**config.mk**
```make
export PLATFORM = sky130hd
export DESIGN_NAME = segi_div
export DESIGN_NICKNAME = d
export VERILOG_FILES = /design/src/hdl/segi_pkg.sv /design/src/hdl/segi_div.sv
export SDC_FILE = /design/constraint.sdc
export NUM_CORES = 2
export LEC_CHECK = 0
export BUFFER_PORTS_ARGS = -buffer_cell sky130_fd_sc_hd__buf_2
export CAP_MARGIN = 25
export CORE_MARGIN = 2
export CORE_UTILIZATION = 35
export CTS_BUF_LIST = sky130_fd_sc_hd__clkbuf_8
export CTS_CLUSTER_SIZE = 30
export DETAILED_ROUTE_END_ITERATION = 8
export PLACE_DENSITY = 0.61
export SETUP_SLACK_MARGIN = 0.05
export SLEW_MARGIN = 20
export SYNTH_ARGS = -nofsm -noshare
export SYNTH_HDL_FRONTEND = slang
export SYNTH_SLANG_ARGS = --single-unit
```
**constraint.sdc**
```tcl
create_clock -name clk -period 3.7 [get_ports clk]
set_input_delay 0.74 -clock clk [delete_from_list [all_inputs] [get_ports clk]]
set_output_delay 0.74 -clock clk [all_outputs]
set_load 0.02 [all_outputs]
```
**src/hdl/segi_pkg.sv**
```systemverilog
`timescale 1ns / 1ps
// ----------------------------------------------------------------------------
// segi_pkg: shared constants and types for the segment intersection pipeline.
// Widths of coordinates, differences, cross products and quotients.
// ----------------------------------------------------------------------------
package segi_pkg;
  localparam int CW  = 24;        // coordinate width
  localparam int FB  = 16;        // fraction bits of t and u
  localparam int DW  = CW + 1;    // difference width
  localparam int XW  = 2 * DW + 1; // cross product width
  localparam int PW  = FB + 1;    // clamped parameter width
  localparam int SW  = 8;         // slack width
  localparam int LW  = 16;        // parallel limit width
  localparam int NDS = FB;        // divider stages

  localparam logic CFG_PARALLEL_LIMIT = 1'b0;
  localparam logic CFG_PARAM_SLACK    = 1'b1;

  // Quantities carried from the front end to the output stage.
  typedef struct packed {
    logic                 hit;
    logic signed [CW-1:0] ax;
    logic signed [CW-1:0] ay;
    logic signed [DW-1:0] rx;
    logic signed [DW-1:0] ry;
  } side_t;
endpackage

```
**src/hdl/segi_div.sv**
```systemverilog
`timescale 1ns / 1ps
// ----------------------------------------------------------------------------
// segi_div: pipelined restoring divider for clamped num/den.
// One quotient bit per stage; clamps to 0 or 1 are decided up front.
// ----------------------------------------------------------------------------
module segi_div (
  input  logic                           clk,
  input  logic                           en,
  input  logic signed [segi_pkg::XW-1:0] num,
  input  logic signed [segi_pkg::XW-1:0] den,
  output logic [segi_pkg::PW-1:0]        quo
);
  localparam int XW = segi_pkg::XW;
  localparam int N  = segi_pkg::NDS;
  localparam int PW = segi_pkg::PW;

  logic [XW:0]   rem [N+1];
  logic [XW-1:0] dv  [N+1];
  logic [PW-1:0] q   [N+1];
  logic          fx  [N+1];

  // Entry: fixed results for the clamped cases.
  always_comb begin
    dv[0] = den;
    rem[0] = {1'b0, num};
    if (num <= 0) begin
      fx[0] = 1'b1; q[0] = '0;
    end else if (num >= den) begin
      fx[0] = 1'b1; q[0] = PW'(1) << N;
    end else begin
      fx[0] = 1'b0; q[0] = '0;
    end
  end

  // One quotient bit per registered stage.
  for (genvar i = 0; i < N; i++) begin : g_st
    logic [XW:0] sh;
    always_comb sh = rem[i] << 1;
    always_ff @(posedge clk) begin
      if (en) begin
        dv[i+1] <= dv[i];
        fx[i+1] <= fx[i];
        if (!fx[i] && sh >= {1'b0, dv[i]}) begin
          rem[i+1] <= sh - {1'b0, dv[i]};
          q[i+1] <= {q[i][PW-2:0], 1'b1};
        end else begin
          rem[i+1] <= fx[i] ? rem[i] : sh;
          q[i+1] <= fx[i] ? q[i] : {q[i][PW-2:0], 1'b0};
        end
      end
    end
  end

  assign quo = q[N];
endmodule

```
==> impl_metrics.env <==
export IMPL_status="finished with violations"
export IMPL_violations="setup timing"
export IMPL_path_clk_slew_ns=0.06
export IMPL_grt_setup_unrepaired="true"
export IMPL_grt_overflow_total=0
export IMPL_ir_drop_uv=298
export IMPL_syn_area_per_cell_um2=9.98
export IMPL_power_switching_w=0.0354
export IMPL_path_buf_inv=2
export IMPL_rows=210
export IMPL_ys_types=105
export IMPL_htreeDepth=5
export IMPL_internal_power_w=0.0600
export IMPL_worst_slack_ns=-0.275
export IMPL_period_share_pct=107
export IMPL_first_global_vias=95279
export IMPL_finalSetupViolations=210
export IMPL_antenna_left=0
export IMPL_synth_edff_count=1697
export IMPL_fp_dieW_um=577
export IMPL_synth_area_leaders="edfxtp_1, ha_1, a21oi_1"
export IMPL_hp_class="in -> reg"
export IMPL_crit_chain="inv_2, ha_4, nor2b_4, o31a_4, a221oi_4, buf_4, o41ai_4, or4_4, a211o_4, a311o_2, nand4_4, a31oi_4, a221oi_2, xor2_1, mux2i_1"
export IMPL_finalCriticalPeriod_ns=3.97
export IMPL_slew_viol_final=0
export IMPL_p_comb_share_pct=52.5
export IMPL_crit_path_max_incr_delay_ns=0.47
export IMPL_drive_above_1_share_pct=32.0
export IMPL_final_nets=15303
export IMPL_setup_worst_path_start_class="flip-flop"
export IMPL_start_util_pct=35.2
export IMPL_area_growth_pct=36.2
export IMPL_insertion_delay_ns=1.06
export IMPL_cts_tree="yes"
export IMPL_power_frac_clock_pct=18.3
export IMPL_critPathKind="reg -> reg"
export IMPL_crit_arrival_ns=4.75
export IMPL_grt_use_total_pct=18.5
export IMPL_antenna_found_initial=2
export IMPL_yosysWarningCount=0
export IMPL_cts_made_buffers=308
export IMPL_grt_pass1_wl_um=493000
export IMPL_powerDensity_nw_per_um2=608
export IMPL_yosysSeqAreaShare_pct=44.3
export IMPL_hold_viol=0
export IMPL_portBuffers=120
export IMPL_synth_seq_cells=1697
export IMPL_synth_area_um2=115000
export IMPL_cts_sinks=1697
export IMPL_via_per_inst=4.98
export IMPL_grt_max_degree=105
export IMPL_seqPwrFrac_pct=29.2
export IMPL_clock_skew_ns=0.0822
export IMPL_async_flop_share_pct=0
export IMPL_clock_root_buffer="clkbuf_8"
export IMPL_critPathSlowestCell="or4_4"
export IMPL_vias=94023
export IMPL_fin_util_pct=47.9
export IMPL_fill_cells=30043
export IMPL_wirelength_um=325000
export IMPL_total_power_w=0.0954
export IMPL_synth_area_leader_cell="edfxtp_1"
export IMPL_core_region_area_um2=327000
export IMPL_first_pass_iters=6
export IMPL_syn_nets=12509
export IMPL_yosys_most_used_dff="edfxtp_1"
export IMPL_ios=121
export IMPL_crit_required_ns=4.47
export IMPL_end_kind="flip-flop"
export IMPL_max_cap_violations=0
export IMPL_fin_setup_tns_ns=-21.97
export IMPL_fmax_mhz=252
export IMPL_wl_per_cell_um=17.2
export IMPL_place_hpwl_um=235000
export IMPL_swShare_pct=37.1
export IMPL_die_area_um2=333000
export IMPL_yosysTopAreaCellShare_pct=44.3
export IMPL_cts_buffer_depth=4
export IMPL_gp_congestion=0.910
export IMPL_slew_headroom_pct=37.6
export IMPL_leakagePower_nw=68.9
export IMPL_drt_iter0_drc=4111
export IMPL_die_y_um=577
export IMPL_drcViolationCount=0
export IMPL_crit_family="compound AO/OA/AOI/OAI gates"
export IMPL_syn_inst=11524
export IMPL_crit_fanout=3
export IMPL_worst_slew_pin_slew_ns=0.937
[cells by family after synthesis]
group,Yosys count,synth area share [%]
flops,1697,44.3
buf+inv,1486,5.05
simple gates,2660,11.0
mux,771,6.92
fa+ha+maj,881,9.68
compound gates,3354,17.9
xor+xnor,675,5.14
[routing by layer]
layer	vias to the layer above	track usage [%]	part of all wire [%]
met5	-	0	0
li1	47863	-	-
met4	0	12.2	7.8
met3	910	1.82	2.5
met1	43666	18.6	37
met2	1584	35.8	53
[cells in the mapped netlist (32+ instances only)]
cell type	instances
mux2_2	190
o31ai_1	66
inv_1	1014
nor4_1	39
clkbuf_1	359
o21a_1	90
nor2_1	693
nor3_1	115
nor3b_1	32
buf_2	59
o21bai_1	102
edfxtp_1	1697
nor2b_1	186
or3_1	34
nand2b_1	125
nand3_1	168
o21ai_0	807
a21oi_1	1187
nand2_1	858
a21o_1	455
a31oi_1	82
and3_1	81
ha_1	866
xor2_1	270
xnor2_1	405
o211ai_1	50
and2_1	48
nand4_1	167
mux2i_1	580
a211oi_1	141
[repair_timing]
action / CTS / global route
cloned: 66 / 38
buffers inserted: 143 / 164
gates resized for setup: 827 / 1216
endpoints found under the setup margin: 709 / 744
hold buffers: 55 / 0
pin swaps: 271 / 375
hold endpoints to repair: 55 / 0
[final timing paths]
kind	depth (start not counted)	startpoint	slack, ns	endpoint
min reg2reg	0	dv[484]	0.41	dv[433]
min	1	en	0.1	dv[56]
max	15	dv[308]	-0.27	g_st[11].sh[51]
max reg2reg	15	dv[308]	-0.27	g_st[11].sh[51]
[metrics by stage]
stage | worst slack, ns | std cells | hold WS [ns] | instance area, µm²
after floorplan | 0.0338 | 11524 | 0.424 | 115000
after detailed placement | -0.801 | 17945 | 0.432 | 138000
after global placement | -0.755 | 17945 | 0.432 | 138000
final | -0.275 | 18888 | 0.0964 | 157000
after CTS | -0.287 | 18734 | 0.00176 | 151000
after global routing | -0.416 | 18888 | 0.0663 | 157000
[power by group through the flow]
stage	Combinational, W	Sequential [W]	Clock, W
after global routing	0.0545	0.0282	0.0188
final	0.0501	0.0278	0.0175
after detailed placement	0.0401	0.0281	0
after floorplan	0.0249	0.0273	0
after CTS	0.0453	0.0277	0.0180
after global placement	0.0399	0.0280	0
[placed cells by master (no fill, tap or decap), types with 179 or more instances in the layout]
cell type / count
buf_4: 2412
edfxtp_1: 1697
inv_1: 1063
a21oi_1: 955
ha_1: 803
nand2_1: 732
mux2i_1: 568
nor2_1: 539
o21ai_0: 512
a21o_1: 452
xnor2_1: 405
clkbuf_8: 313
xor2_1: 270
a21oi_2: 214
o21ai_1: 179
[cell type report]
type                            count  area (µm²)  share of cell area (%)
Sequential cell                  1697       51000                    32.5
Timing Repair Buffer             2954       25800                    16.5
Antenna cell                        1        2.50                 0.00160
Inverter                         1014        3830                    2.45
Tap cell                         4346        5440                    3.47
Clock buffer                      313        4310                    2.75
Clock inverter                    220        1630                    1.04
Multi-Input combinational cell   8343       64800                    41.3
[registers in the layout, indices dropped and copies added (netlist names)]
name     count
dv         765
g_st.sh    765
q          135
quo         17
fx          15
No activity file was read; power rests on OpenSTA's default activity.
